File: src/rtl/core/http_chunked_body_decoder_macros.svh
// assertion macros shared by the chunked body decoder rtl
`ifndef HTTP_CHUNKED_BODY_DECODER_MACROS_SVH
`define HTTP_CHUNKED_BODY_DECODER_MACROS_SVH

// same-cycle implication, disabled while reset is high
`define HCBD_ASSERT_IMPL(label, clk, rst, ante, cons, msg) \
   label: assert property (@(posedge clk) disable iff (rst) (ante) |-> (cons)) else $error(msg);

// next-cycle implication, disabled while reset is high
`define HCBD_ASSERT_NEXT(label, clk, rst, ante, cons, msg) \
   label: assert property (@(posedge clk) disable iff (rst) (ante) |=> (cons)) else $error(msg);

`endif

File: src/rtl/core/hcbd_pkg.sv
// types, codes and helper functions for the chunked body decoder
`default_nettype none

package hcbd_pkg;

   localparam int BYTE_W            = 8;
   localparam int STATUS_W          = 3;
   localparam int SIZE_BITS_DEFAULT = 32;
   localparam int HEX_DIGIT_W       = 4;

   // bytes skipped after each chunk's data
   localparam logic [1:0] SKIP_BYTES = 2'd2;

   localparam logic [BYTE_W-1:0] CHAR_LF = 8'h0A;
   localparam logic [BYTE_W-1:0] CHAR_CR = 8'h0D;

   typedef enum logic [2:0] {
      PH_LINE     = 3'd0,
      PH_LINE_OVF = 3'd1,
      PH_DATA     = 3'd2,
      PH_SKIP     = 3'd3,
      PH_STOP     = 3'd4
   } phase_type;

   typedef enum logic [STATUS_W-1:0] {
      ST_ZERO     = 3'd0,
      ST_BOUNDARY = 3'd1,
      ST_TRUNC    = 3'd2,
      ST_NODIGIT  = 3'd3,
      ST_OVERFLOW = 3'd4
   } status_type;

   // parser control state, the size counters travel separately
   typedef struct packed {
      phase_type  phase;
      logic       digit_seen;
      logic       number_closed;
      logic       prior_was_cr;
      logic [1:0] skip_left;
      status_type stop_status;
   } ctl_type;

   localparam ctl_type CTL_RESET = '{
      phase:         PH_LINE,
      digit_seen:    1'b0,
      number_closed: 1'b0,
      prior_was_cr:  1'b0,
      skip_left:     2'd0,
      stop_status:   ST_BOUNDARY
   };

   // one result item
   typedef struct packed {
      logic                payload_valid;
      logic [BYTE_W-1:0]   payload_byte;
      logic                body_done;
      logic [STATUS_W-1:0] end_status;
   } rslt_type;

   // hex digit decode: {is_digit, value}
   function automatic logic [HEX_DIGIT_W:0] hex_digit(input logic [BYTE_W-1:0] b);
      logic [HEX_DIGIT_W:0] r;
      r = '0;
      if (b inside {[8'h30:8'h39]}) begin
         r = {1'b1, HEX_DIGIT_W'(b - 8'h30)};
      end else if (b inside {[8'h61:8'h66]}) begin
         r = {1'b1, HEX_DIGIT_W'(b - 8'h57)};
      end else if (b inside {[8'h41:8'h46]}) begin
         r = {1'b1, HEX_DIGIT_W'(b - 8'h37)};
      end
      return r;
   endfunction

   // space, tab, lf, vt, ff, cr
   function automatic logic is_space(input logic [BYTE_W-1:0] b);
      return (b == 8'h20) || (b inside {[8'h09:8'h0D]});
   endfunction

endpackage

`default_nettype wire

File: src/rtl/core/hcbd_if.sv
// valid/ready channel interfaces for body bytes in and decoded items out
`default_nettype none

interface hcbd_req_if;
   logic                          valid;
   logic                          ready;
   logic [hcbd_pkg::BYTE_W-1:0]   body_byte;
   logic                          body_last;

   modport source (output valid, output body_byte, output body_last, input ready);
   modport sink   (input valid, input body_byte, input body_last, output ready);
endinterface

interface hcbd_rsp_if;
   logic                          valid;
   logic                          ready;
   logic                          payload_valid;
   logic [hcbd_pkg::BYTE_W-1:0]   payload_byte;
   logic                          body_done;
   logic [hcbd_pkg::STATUS_W-1:0] end_status;

   modport source (output valid, output payload_valid, output payload_byte,
                   output body_done, output end_status, input ready);
   modport sink   (input valid, input payload_valid, input payload_byte,
                   input body_done, input end_status, output ready);
endinterface

`default_nettype wire

File: src/rtl/core/http_chunked_body_decoder.sv
// top level of the http chunked body decoder
//
//   channel  | dir | handshake         | item
//   ---------+-----+-------------------+-------------------------------------------
//   req_if   | in  | valid/ready       | body_byte, body_last
//   rsp_if   | out | valid/ready       | payload_valid, payload_byte, body_done,
//            |     |                   | end_status
//
// one body byte per cycle sustained while rsp_if.ready keeps the result register free;
// an accepted byte passes through the input register, then one pass of the parser
// step logic into the result register. the parser state update sets the rate.
// reset is synchronous and returns the parser to the start of a size line.
// a stalled result holds in the result register; one more item waits in the
// input register, then req_if.ready drops until the result is taken.
`default_nettype none
`include "http_chunked_body_decoder_macros.svh"

module http_chunked_body_decoder #(
   parameter int SIZE_BITS = hcbd_pkg::SIZE_BITS_DEFAULT
) (
   input wire logic   clock,
   input wire logic   reset,
   hcbd_req_if.sink   req_if,
   hcbd_rsp_if.source rsp_if
);

   // input register
   logic                        s1_valid_ff, s1_valid_in;
   logic [hcbd_pkg::BYTE_W-1:0] s1_byte_ff;
   logic                        s1_last_ff;

   // parser state
   hcbd_pkg::ctl_type           ctl_ff, ctl_in;
   logic [SIZE_BITS-1:0]        bytes_left_ff, bytes_left_in;
   logic [SIZE_BITS-1:0]        size_accum_ff, size_accum_in;

   // result register
   logic                        out_valid_ff, out_valid_in;
   hcbd_pkg::rslt_type          out_ff, out_in;

   logic                        has_result;
   logic                        out_free;
   logic                        s1_go;
   logic                        req_fire;

   // handshake control
   assign out_free     = !out_valid_ff || rsp_if.ready;
   assign s1_go        = s1_valid_ff && out_free;
   assign req_if.ready = !s1_valid_ff || s1_go;
   assign req_fire     = req_if.valid && req_if.ready;

   hcbd_step #(
      .SIZE_BITS (SIZE_BITS)
   ) u_step (
      .body_byte      (s1_byte_ff),
      .body_last      (s1_last_ff),
      .cur_ctl        (ctl_ff),
      .cur_bytes_left (bytes_left_ff),
      .cur_size_accum (size_accum_ff),
      .nxt_ctl        (ctl_in),
      .nxt_bytes_left (bytes_left_in),
      .nxt_size_accum (size_accum_in),
      .has_result     (has_result),
      .result         (out_in)
   );

   // next valid flags
   always_comb begin
      if (req_fire) begin
         s1_valid_in = 1'b1;
      end else if (s1_go) begin
         s1_valid_in = 1'b0;
      end else begin
         s1_valid_in = s1_valid_ff;
      end

      if (s1_go && has_result) begin
         out_valid_in = 1'b1;
      end else if (rsp_if.ready) begin
         out_valid_in = 1'b0;
      end else begin
         out_valid_in = out_valid_ff;
      end
   end

   // control and parser state registers
   always_ff @(posedge clock) begin
      if (reset) begin
         s1_valid_ff   <= 1'b0;
         out_valid_ff  <= 1'b0;
         ctl_ff        <= hcbd_pkg::CTL_RESET;
         bytes_left_ff <= '0;
         size_accum_ff <= '0;
      end else begin
         s1_valid_ff  <= s1_valid_in;
         out_valid_ff <= out_valid_in;
         if (s1_go) begin
            ctl_ff        <= ctl_in;
            bytes_left_ff <= bytes_left_in;
            size_accum_ff <= size_accum_in;
         end
      end
   end

   // payload registers
   always_ff @(posedge clock) begin
      if (req_fire) begin
         s1_byte_ff <= req_if.body_byte;
         s1_last_ff <= req_if.body_last;
      end
      if (s1_go && has_result) begin
         out_ff <= out_in;
      end
   end

   // result channel
   assign rsp_if.valid         = out_valid_ff;
   assign rsp_if.payload_valid = out_ff.payload_valid;
   assign rsp_if.payload_byte  = out_ff.payload_byte;
   assign rsp_if.body_done     = out_ff.body_done;
   assign rsp_if.end_status    = out_ff.end_status;

   // checks
   `HCBD_ASSERT_IMPL(a_no_empty_result, clock, reset,
      rsp_if.valid && !rsp_if.payload_valid, rsp_if.body_done,
      "result item carries neither data nor end of body")
   `HCBD_ASSERT_NEXT(a_rearm_after_last, clock, reset, s1_go && s1_last_ff,
      ctl_ff.phase == hcbd_pkg::PH_LINE && size_accum_ff == '0 && bytes_left_ff == '0,
      "parser not rearmed after last byte")
   `HCBD_ASSERT_IMPL(a_data_has_bytes, clock, reset,
      ctl_ff.phase == hcbd_pkg::PH_DATA, bytes_left_ff != '0,
      "data phase with no bytes left")
   `HCBD_ASSERT_IMPL(a_status_code, clock, reset, rsp_if.valid && rsp_if.body_done,
      rsp_if.end_status <= hcbd_pkg::STATUS_W'(hcbd_pkg::ST_OVERFLOW),
      "end status out of range")

endmodule

`default_nettype wire

File: src/rtl/core/hcbd_step.sv
// per-byte next-state and result logic of the chunked body parser
`default_nettype none

module hcbd_step #(
   parameter int SIZE_BITS = hcbd_pkg::SIZE_BITS_DEFAULT
) (
   input  wire logic [hcbd_pkg::BYTE_W-1:0] body_byte,
   input  wire logic                        body_last,
   input  wire hcbd_pkg::ctl_type           cur_ctl,
   input  wire logic [SIZE_BITS-1:0]        cur_bytes_left,
   input  wire logic [SIZE_BITS-1:0]        cur_size_accum,
   output hcbd_pkg::ctl_type                nxt_ctl,
   output logic [SIZE_BITS-1:0]             nxt_bytes_left,
   output logic [SIZE_BITS-1:0]             nxt_size_accum,
   output logic                             has_result,
   output hcbd_pkg::rslt_type               result
);

   localparam int HW = hcbd_pkg::HEX_DIGIT_W;

   logic [HW:0]            hex;
   logic                   crlf;
   logic                   acc_ovf;
   hcbd_pkg::status_type   status;

   assign hex     = hcbd_pkg::hex_digit(body_byte);
   assign crlf    = cur_ctl.prior_was_cr && (body_byte == hcbd_pkg::CHAR_LF);
   // a further digit would push bits out of the top nibble
   assign acc_ovf = |cur_size_accum[SIZE_BITS-1 -: HW];

   always_comb begin
      nxt_ctl        = cur_ctl;
      nxt_bytes_left = cur_bytes_left;
      nxt_size_accum = cur_size_accum;
      result         = '0;
      status         = hcbd_pkg::ST_BOUNDARY;

      case (cur_ctl.phase)
         // size line: whitespace, hex digits, then anything up to crlf
         hcbd_pkg::PH_LINE, hcbd_pkg::PH_LINE_OVF: begin
            if (crlf) begin
               if (!cur_ctl.digit_seen) begin
                  nxt_ctl.phase       = hcbd_pkg::PH_STOP;
                  nxt_ctl.stop_status = hcbd_pkg::ST_NODIGIT;
               end else if (cur_ctl.phase == hcbd_pkg::PH_LINE_OVF) begin
                  nxt_ctl.phase       = hcbd_pkg::PH_STOP;
                  nxt_ctl.stop_status = hcbd_pkg::ST_OVERFLOW;
               end else if (cur_size_accum == '0) begin
                  nxt_ctl.phase       = hcbd_pkg::PH_STOP;
                  nxt_ctl.stop_status = hcbd_pkg::ST_ZERO;
               end else begin
                  nxt_bytes_left = cur_size_accum;
                  nxt_ctl.phase  = hcbd_pkg::PH_DATA;
               end
               nxt_size_accum        = '0;
               nxt_ctl.digit_seen    = 1'b0;
               nxt_ctl.number_closed = 1'b0;
               nxt_ctl.prior_was_cr  = 1'b0;
            end else begin
               if (!cur_ctl.number_closed) begin
                  if (!cur_ctl.digit_seen && hcbd_pkg::is_space(body_byte)) begin
                     // leading whitespace, nothing to do
                  end else if (hex[HW]) begin
                     nxt_ctl.digit_seen = 1'b1;
                     if (cur_ctl.phase == hcbd_pkg::PH_LINE) begin
                        if (acc_ovf) begin
                           nxt_ctl.phase = hcbd_pkg::PH_LINE_OVF;
                        end else begin
                           nxt_size_accum = {cur_size_accum[SIZE_BITS-HW-1:0], hex[HW-1:0]};
                        end
                     end
                  end else begin
                     nxt_ctl.number_closed = 1'b1;
                  end
               end
               nxt_ctl.prior_was_cr = (body_byte == hcbd_pkg::CHAR_CR);
            end
         end
         // chunk data passes through
         hcbd_pkg::PH_DATA: begin
            result.payload_valid = 1'b1;
            result.payload_byte  = body_byte;
            if (cur_bytes_left != '0) begin
               nxt_bytes_left = cur_bytes_left - SIZE_BITS'(1);
            end
            if (nxt_bytes_left == '0) begin
               nxt_ctl.phase     = hcbd_pkg::PH_SKIP;
               nxt_ctl.skip_left = hcbd_pkg::SKIP_BYTES;
            end
         end
         // trailing crlf after data, not checked
         hcbd_pkg::PH_SKIP: begin
            if (cur_ctl.skip_left != 2'd0) begin
               nxt_ctl.skip_left = cur_ctl.skip_left - 2'd1;
            end
            if (nxt_ctl.skip_left == 2'd0) begin
               nxt_ctl.phase         = hcbd_pkg::PH_LINE;
               nxt_size_accum        = '0;
               nxt_ctl.digit_seen    = 1'b0;
               nxt_ctl.number_closed = 1'b0;
               nxt_ctl.prior_was_cr  = 1'b0;
            end
         end
         default: begin
         end
      endcase

      // end of body: report status and rearm for the next body
      if (body_last) begin
         case (nxt_ctl.phase)
            hcbd_pkg::PH_LINE, hcbd_pkg::PH_LINE_OVF, hcbd_pkg::PH_SKIP: begin
               status = hcbd_pkg::ST_BOUNDARY;
            end
            hcbd_pkg::PH_DATA: begin
               status = (nxt_bytes_left != '0) ? hcbd_pkg::ST_TRUNC
                                                : hcbd_pkg::ST_BOUNDARY;
            end
            default: begin
               // stop may have been reached on this very byte
               status = nxt_ctl.stop_status;
            end
         endcase
         result.body_done  = 1'b1;
         result.end_status = hcbd_pkg::STATUS_W'(status);
         nxt_ctl           = hcbd_pkg::CTL_RESET;
         nxt_bytes_left    = '0;
         nxt_size_accum    = '0;
      end

      has_result = result.payload_valid || body_last;
   end

endmodule

`default_nettype wire

File: src/flat_wrapper.sv
// flat-port wrapper written by rule: the top's interface ports become plain ports
module http_chunked_body_decoder_flat 
#(
   parameter int SIZE_BITS = hcbd_pkg::SIZE_BITS_DEFAULT
)
  (clock, reset, req_if_valid, req_if_body_byte, req_if_body_last, req_if_ready, rsp_if_valid, rsp_if_payload_valid, rsp_if_payload_byte, rsp_if_body_done, rsp_if_end_status, rsp_if_ready);
  hcbd_req_if req_if_i ();
  hcbd_rsp_if rsp_if_i ();
  input wire logic clock;
  input wire logic reset;
  input wire logic [$bits(req_if_i.valid)-1:0] req_if_valid;
  input wire logic [$bits(req_if_i.body_byte)-1:0] req_if_body_byte;
  input wire logic [$bits(req_if_i.body_last)-1:0] req_if_body_last;
  output wire logic [$bits(req_if_i.ready)-1:0] req_if_ready;
  output wire logic [$bits(rsp_if_i.valid)-1:0] rsp_if_valid;
  output wire logic [$bits(rsp_if_i.payload_valid)-1:0] rsp_if_payload_valid;
  output wire logic [$bits(rsp_if_i.payload_byte)-1:0] rsp_if_payload_byte;
  output wire logic [$bits(rsp_if_i.body_done)-1:0] rsp_if_body_done;
  output wire logic [$bits(rsp_if_i.end_status)-1:0] rsp_if_end_status;
  input wire logic [$bits(rsp_if_i.ready)-1:0] rsp_if_ready;
  assign req_if_i.valid = req_if_valid;
  assign req_if_i.body_byte = req_if_body_byte;
  assign req_if_i.body_last = req_if_body_last;
  assign req_if_ready = req_if_i.ready;
  assign rsp_if_valid = rsp_if_i.valid;
  assign rsp_if_payload_valid = rsp_if_i.payload_valid;
  assign rsp_if_payload_byte = rsp_if_i.payload_byte;
  assign rsp_if_body_done = rsp_if_i.body_done;
  assign rsp_if_end_status = rsp_if_i.end_status;
  assign rsp_if_i.ready = rsp_if_ready;
  http_chunked_body_decoder #(.SIZE_BITS(SIZE_BITS)) u_core (.clock(clock), .reset(reset), .req_if(req_if_i), .rsp_if(rsp_if_i));
endmodule
File: config.mk
export PLATFORM = sky130hd
export DESIGN_NAME = http_chunked_body_decoder_flat
export DESIGN_NICKNAME = d
export VERILOG_FILES = /design/src/rtl/core/hcbd_pkg.sv /design/src/rtl/core/hcbd_if.sv /design/src/rtl/core/http_chunked_body_decoder.sv /design/src/rtl/core/hcbd_step.sv /design/src/flat_wrapper.sv
export VERILOG_INCLUDE_DIRS = /design/src /design/src/rtl/core
export SDC_FILE = /design/constraint.sdc
export NUM_CORES = 1
export LEC_CHECK = 0
export ABC_AREA = 1
export BUFFER_PORTS_ARGS = -buffer_cell sky130_fd_sc_hd__buf_2
export CAP_MARGIN = 20
export CORE_ASPECT_RATIO = 0.9
export CORE_MARGIN = 4
export CORE_UTILIZATION = 60
export CTS_CLUSTER_DIAMETER = 150
export CTS_CLUSTER_SIZE = 14
export DETAILED_ROUTE_END_ITERATION = 10
export PLACE_DENSITY = 0.78
export SLEW_MARGIN = 20
export SYNTH_ARGS = -nofsm -noshare
export SYNTH_HDL_FRONTEND = slang
export SYNTH_SLANG_ARGS = --single-unit
export TNS_END_PERCENT = 50
File: constraint.sdc
create_clock -name clock -period 3.56 [get_ports clock]
set_clock_uncertainty 0.2 [all_clocks]
set_input_delay 0.712 -clock clock [delete_from_list [all_inputs] [get_ports clock]]
set_output_delay 0.712 -clock clock [all_outputs]
set_load 0.1 [all_outputs]
==> impl_metrics.py, run 1 <==
metrics = {
    "clocking": {
        "cts_hold_buf": 0,
        "clkSinkCount": 99,
        "htreeDepth": 3,
        "insertion_delay_ns": 0.35,
        "cts-root-buf": "clkbuf_16",
        "cts_buffer_depth": 2,
        "postCtsSetupBuffers": 0,
        "path_clk_slew_ns": 0.08,
        "cts_tree": "done",
        "cts_resized": 0,
        "cts_made_buffers": 9,
    },
    "floorplan": {
        "core_sq_um": 10400,
        "die_w_microns": 118,
        "rows": 35,
        "initial_core_util_pct": 62.3,
        "ios": 28,
        "die_area_sq_um": 12600,
        "die_height_microns": 107,
    },
    "timing": {
        "setup_slack_ns": 0.386,
        "setup_viol": 0,
        "slew_headroom_pct": 53.4,
        "period_share_pct": 89.1,
        "drv_slew": 0,
        "worstMarginPinSlew_ns": 0.695,
        "fin_crit_ns": 3.17,
        "rsz0062_at_grt": "false",
        "tns_ns": 0,
        "hold_viol_final": 0,
        "max_freq_mhz": 315,
    },
    "drt": {
        "first_pass_iters": 5,
        "routed-wl-met3_microns": 2470,
        "drtIter0Drc": 812,
        "via_count": 6768,
        "postRouteWirelength_microns": 19500,
        "drc": 0,
        "antenna_left": 0,
        "routed_via_density": 5.92,
        "post_drt_wl_per_cell_microns": 17.1,
        "top_layer_used": "met4",
        "route.met2.wl_microns": 7580,
        "met1_length_microns": 9120,
    },
    "yosys": {
        "syn_inst": 1004,
        "syn_nets": 1022,
        "synth_edf_count": 22,
        "syn_area_sq_um": 6490,
        "ys_ff_latch": 99,
        "ys_types": 43,
        "async_reset_ff_share_pct": 0,
        "yosys_warnings": 0,
        "syn_avg_cell_area_sq_um": 6.47,
        "yosysSeqAreaShare_pct": 33.9,
        "synthFlopType": "dfxtp_1",
    },
    "setup_path": {
        "cp-end-kind": "flip-flop",
        "arrival_ns": 3.08,
        "slowest_delay_ns": 0.42,
        "worstSetupPathType": "reg -> reg",
        "crit_chain": "inv_1 > ha_1 > nand2_4 > inv_1 > nand3_1 > nor2_2 > nor2_1 > nor2_1 > nand3_1 > nor2_1 > nand3_2 > nand2_2 > nand2_2 > nand3_1 > nand4_1 > nand2_1 > inv_1",
        "cp_slowest_cell": "nor2_2",
        "cp-start-kind": "flip-flop",
        "required_ns": 3.47,
        "crit_fanout": 11,
    },
    "global_routing": {
        "grt_usage_pct": 31.5,
        "first_global_vias": 5984,
        "antenna_found_initial": 0,
        "grt_pass1_wl_microns": 31600,
        "grt_max_degree": 65,
        "overflow": 0,
    },
    "place": {
        "dp_cells": 1127,
        "port_buffers": 27,
        "place_ws_ns": 0.514,
        "dp_hpwl_microns": 14300,
        "place.gp.congestion": 1.04,
    },
    "final_layout": {
        "syn2layout_area_growth_pct": 7.71,
        "nets": 1027,
        "diodes": 0,
        "stdcell_count": 1143,
        "most-common-layout-cells": "nand2_1, nor2_1, inv_1",
        "layout_commonest_cell": "nand2_1",
        "drive_gt1_share_pct": 9.57,
    },
    "run": {
        "drv_cap": 0,
    },
    "power": {
        "p_per_area_nw_per_um2": 347,
        "irDropWorstVdd_uv": 355,
        "power_leakage_nw": 3.07,
    },
    "worst_hold_path": {
        "min_path_type": "reg -> reg",
    },
    "run_status": {
        "status": "finished clean",
    },
}
critical path, delay by kind of cell, from the launching register on:
kind,cells,cell delay [ns]
AND/OR/NAND/NOR,13,1.68
adder cells (fa/ha/maj),1,0.38
buffers and inverters,3,0.34
flip-flops,1,0.33
where the power goes:
part	leakage (nW)	internal (mW)	switching (mW)
registers	0.825	1.18	0.0366
logic	2.10	0.0569	0.167
clock network	0.143	0.497	0.486
total	3.07	1.74	0.690
metrics by stage:
| step | hold slack (ns) | cell area [sq um] | util, % | power, mW |
|---|---|---|---|---|
| 2_1_floorplan | 0.221 | 6490 | - | 1.39 |
| 3_3_place_gp | 0.257 | 6700 | 64.3 | 1.46 |
| 3_5_place_dp | 0.263 | 6700 | 64.3 | 1.46 |
| 4_1_cts | 0.276 | 6990 | 67.1 | 2.43 |
| 5_1_grt | 0.309 | 6990 | 67.1 | 2.51 |
| 6_report | 0.272 | 6990 | 67.1 | 2.43 |
per-layer routing:
metal,GRT usage (%),vias up
li1,-,3357
met1,48.8,3016
met2,43.2,363
met3,7.91,32
met4,7.62,0
met5,0,-
path summary, 6_finish.rpt:
| kind | slack (ns) | to | cells after the start | from |
|---|---|---|---|---|
| worst max-delay path | 0.39 | u_core.rsp_if.end_status[0]$_SDFFCE_PN0P_ | 17 | u_core.bytes_left_ff[0]$_SDFFE_PP0P_ |
| worst min-delay path | 0.27 | u_core.ctl_ff[1]$_SDFFE_PP0P_ | 2 | u_core.ctl_ff[1]$_SDFFE_PP0P_ |
| worst min register to register | 0.27 | u_core.ctl_ff[1]$_SDFFE_PP0P_ | 2 | u_core.ctl_ff[1]$_SDFFE_PP0P_ |
| worst max register to register | 0.39 | u_core.rsp_if.end_status[0]$_SDFFCE_PN0P_ | 17 | u_core.bytes_left_ff[0]$_SDFFE_PP0P_ |
state kept, by name (all words and copies together), names as in the netlist:
register,count
u_core.bytes_left_ff,32
u_core.ctl_ff,11
u_core.rsp_if.body_done,1
u_core.rsp_if.end_status,3
u_core.rsp_if.payload_byte,8
u_core.rsp_if.payload_valid,1
u_core.rsp_if.valid,1
u_core.s1_byte_ff,8
u_core.s1_last_ff,1
u_core.s1_valid_ff,1
u_core.size_accum_ff,32
cell type report:
class                      instances  area (sq um)
inverter                         124           467
sequential                        99          2200
fill                             979          3430
timing repair buffer              42           248
clock buffer                      10           229
multi-input combinational        733          3620
tap                              129           161
clock inverter                     6          62.6
cell usage after synthesis (all sizes together) (2+ instances only):
| master | number | share of area [%] |
|---|---|---|
| nand2 | 219 | 13 |
| nor2 | 159 | 10 |
| inv | 121 | 7.0 |
| a21oi | 112 | 8.7 |
| dfxtp | 77 | 24 |
| o21ai | 62 | 4.8 |
| nand3 | 60 | 4.7 |
| clkbuf | 34 | 2.0 |
| a211oi | 31 | 3.6 |
| o211ai | 30 | 3.5 |
| edfxtp | 22 | 10 |
| nand4 | 22 | 2.4 |
| buf | 14 | 1.3 |
| nor3 | 9 | 0.69 |
| xor2 | 6 | 0.81 |
| ha | 5 | 0.96 |
| a31oi | 4 | 0.39 |
| clkinv | 3 | 0.19 |
| nor4 | 3 | 0.39 |
| a2111oi | 2 | 0.27 |
| nand3b | 2 | 0.23 |
| o22ai | 2 | 0.19 |
logic make-up (layout without fill, tap and decap cells):
| family | Yosys count | in the layout | synth area share, % |
|---|---|---|---|
| AO/OA/AOI/OAI | 245 | 245 | 21.8 |
| adder cells (fa/ha/maj) | 5 | 5 | 0.963 |
| AND/OR/NAND/NOR | 477 | 477 | 32.1 |
| buffers and inverters | 172 | 182 | 10.4 |
| flip-flops | 99 | 99 | 33.9 |
| XOR/XNOR | 6 | 6 | 0.809 |
Note: power is estimated with default switching activity, not from simulation.
==> run 2, diff against run 1 <==
- CAP_MARGIN: 20 -> 5
- CTS_CLUSTER_DIAMETER: 150 -> unset
- MAX_ROUTING_LAYER: unset -> met4
==> impl_metrics.py, run 2 (synthesized netlist as in run 1, its figures left out) <==
metrics = {
    "final_layout": {
        "utilization_pct": 67.2,
        "diodes": 0,
        "seq_area_sq_um": 2200,
        "most-common-layout-cells": "nand2_1, nor2_1, inv_1",
        "reg.largest.list": "u_core.bytes_left_ff: 32 flops, u_core.size_accum_ff: 32 flops, u_core.ctl_ff: 11 flops",
        "num-fill-cells": 984,
        "final_area_sq_um": 7000,
        "syn2layout_area_growth_pct": 7.78,
        "drive_gt1_share_pct": 9.66,
        "multi_input_area_sq_um": 3620,
        "layout_commonest_cell": "nand2_1",
        "nets": 1028,
    },
    "drt": {
        "first_pass_iters": 6,
        "via_count": 6775,
        "drc": 0,
        "antenna_left": 0,
        "routed_via_density": 5.92,
        "postRouteWirelength_microns": 19700,
        "post_drt_wl_per_cell_microns": 17.2,
        "drtIter0Drc": 960,
    },
    "clocking": {
        "path_clk_slew_ns": 0.07,
        "cts_hold_buf": 0,
        "insertion_delay_ns": 0.35,
        "clkSinkCount": 99,
        "postCtsSetupBuffers": 0,
        "cts-root-buf": "clkbuf_16",
        "cts_buffer_depth": 2,
        "cts_resized": 0,
        "cts_tree": "done",
        "cts_made_buffers": 9,
        "htreeDepth": 3,
    },
    "timing": {
        "slew_headroom_pct": 55.0,
        "worstMarginPinSlew_ns": 0.670,
        "rsz0062_at_grt": "false",
        "period_share_pct": 88.2,
        "hold_viol_final": 0,
        "max_freq_mhz": 319,
        "tns_ns": 0,
        "drv_slew": 0,
        "setup_viol": 0,
        "fin_crit_ns": 3.14,
    },
    "global_routing": {
        "antenna_found_initial": 0,
        "grt_usage_pct": 32.0,
        "grt_max_degree": 65,
        "first_global_vias": 5841,
        "grt_pass1_wl_microns": 31300,
        "overflow": 0,
    },
    "place": {
        "place.gp.congestion": 1.06,
        "port_buffers": 27,
        "dpl_cell_area_sq_um": 6710,
        "dp_hpwl_microns": 14500,
    },
    "worst_hold_path": {
        "hp-start": "u_core.ctl_ff[1]$_SDFFE_PP0P_",
        "min_path_type": "reg -> reg",
    },
    "floorplan": {
        "core_sq_um": 10400,
        "rows": 35,
        "die_area_sq_um": 12600,
        "die_height_microns": 107,
        "initial_core_util_pct": 62.3,
        "ios": 28,
        "die_w_microns": 118,
    },
    "setup_path": {
        "reg2reg_from": "u_core.bytes_left_ff[0]$_SDFFE_PP0P_",
        "arrival_ns": 3.04,
        "required_ns": 3.46,
        "worstSetupPathType": "reg -> reg",
        "critPathLaunch": "u_core.bytes_left_ff[0]$_SDFFE_PP0P_",
        "cp-end-kind": "flip-flop",
        "crit_fanout": 28,
        "cp-start-kind": "flip-flop",
    },
    "power": {
        "power_mw": 2.41,
        "p_per_area_nw_per_um2": 344,
        "irDropWorstVdd_uv": 345,
        "power_leakage_nw": 3.07,
    },
    "run": {
        "drv_cap": 0,
    },
    "run_status": {
        "status": "finished clean",
    },
}
run 2: report_power, final:
part	internal, mW	leakage, nW	switching (mW)
logic	0.0576	2.10	0.167
clock network	0.492	0.142	0.469
registers	1.18	0.825	0.0366
run 2: cell type report:
cell class              count  area share, %
clock buffers              10           3.27
clock inverters             6          0.858
inverters                 124           6.67
multi-input cells         733           51.8
flip-flops and latches     99           31.5
well taps                 129           2.31
repair buffers             43           3.65
run 2: path summary, 6_finish.rpt:
check,to,slack (ns),cells after the start
hold / removal,u_core.ctl_ff[1]$_SDFFE_PP0P_,0.27,2
setup reg to reg,u_core.rsp_if.end_status[0]$_SDFFCE_PN0P_,0.42,17
setup / recovery,u_core.rsp_if.end_status[0]$_SDFFCE_PN0P_,0.42,17
hold reg to reg,u_core.ctl_ff[1]$_SDFFE_PP0P_,0.27,2
run 2: critical path, cell delays in order (launching register included):
cell     delay [ns]
dfxtp_1        0.33
inv_1          0.17
ha_1           0.38
nand2_4        0.12
nor2_2         0.17
nand4_4        0.39
nand3_1        0.31
nand2_1        0.07
nor2_1         0.10
nand2_1        0.07
nor2_2         0.11
nand3_2        0.09
nand2_2        0.09
nand2_2        0.05
nand3_1        0.06
nand4_1        0.07
nand2_1        0.06
inv_1          0.04
run 2: layer usage:
metal	track usage [%]	wire [microns]	part of all wire [%]
met1	48.7	9200	47
met2	42.7	7800	40
met3	7.01	2330	12
met4	7.62	350	1.8
met5	-	0	0
run 2: per-stage QoR:
step	instances	setup slack (ns)	hold slack [ns]
floorplan	1004	0.603	0.221
global placement	1128	0.552	0.257
detailed placement	1128	0.500	0.263
CTS	1144	0.458	0.273
global route	1144	0.121	0.294
finish	1144	0.421	0.272
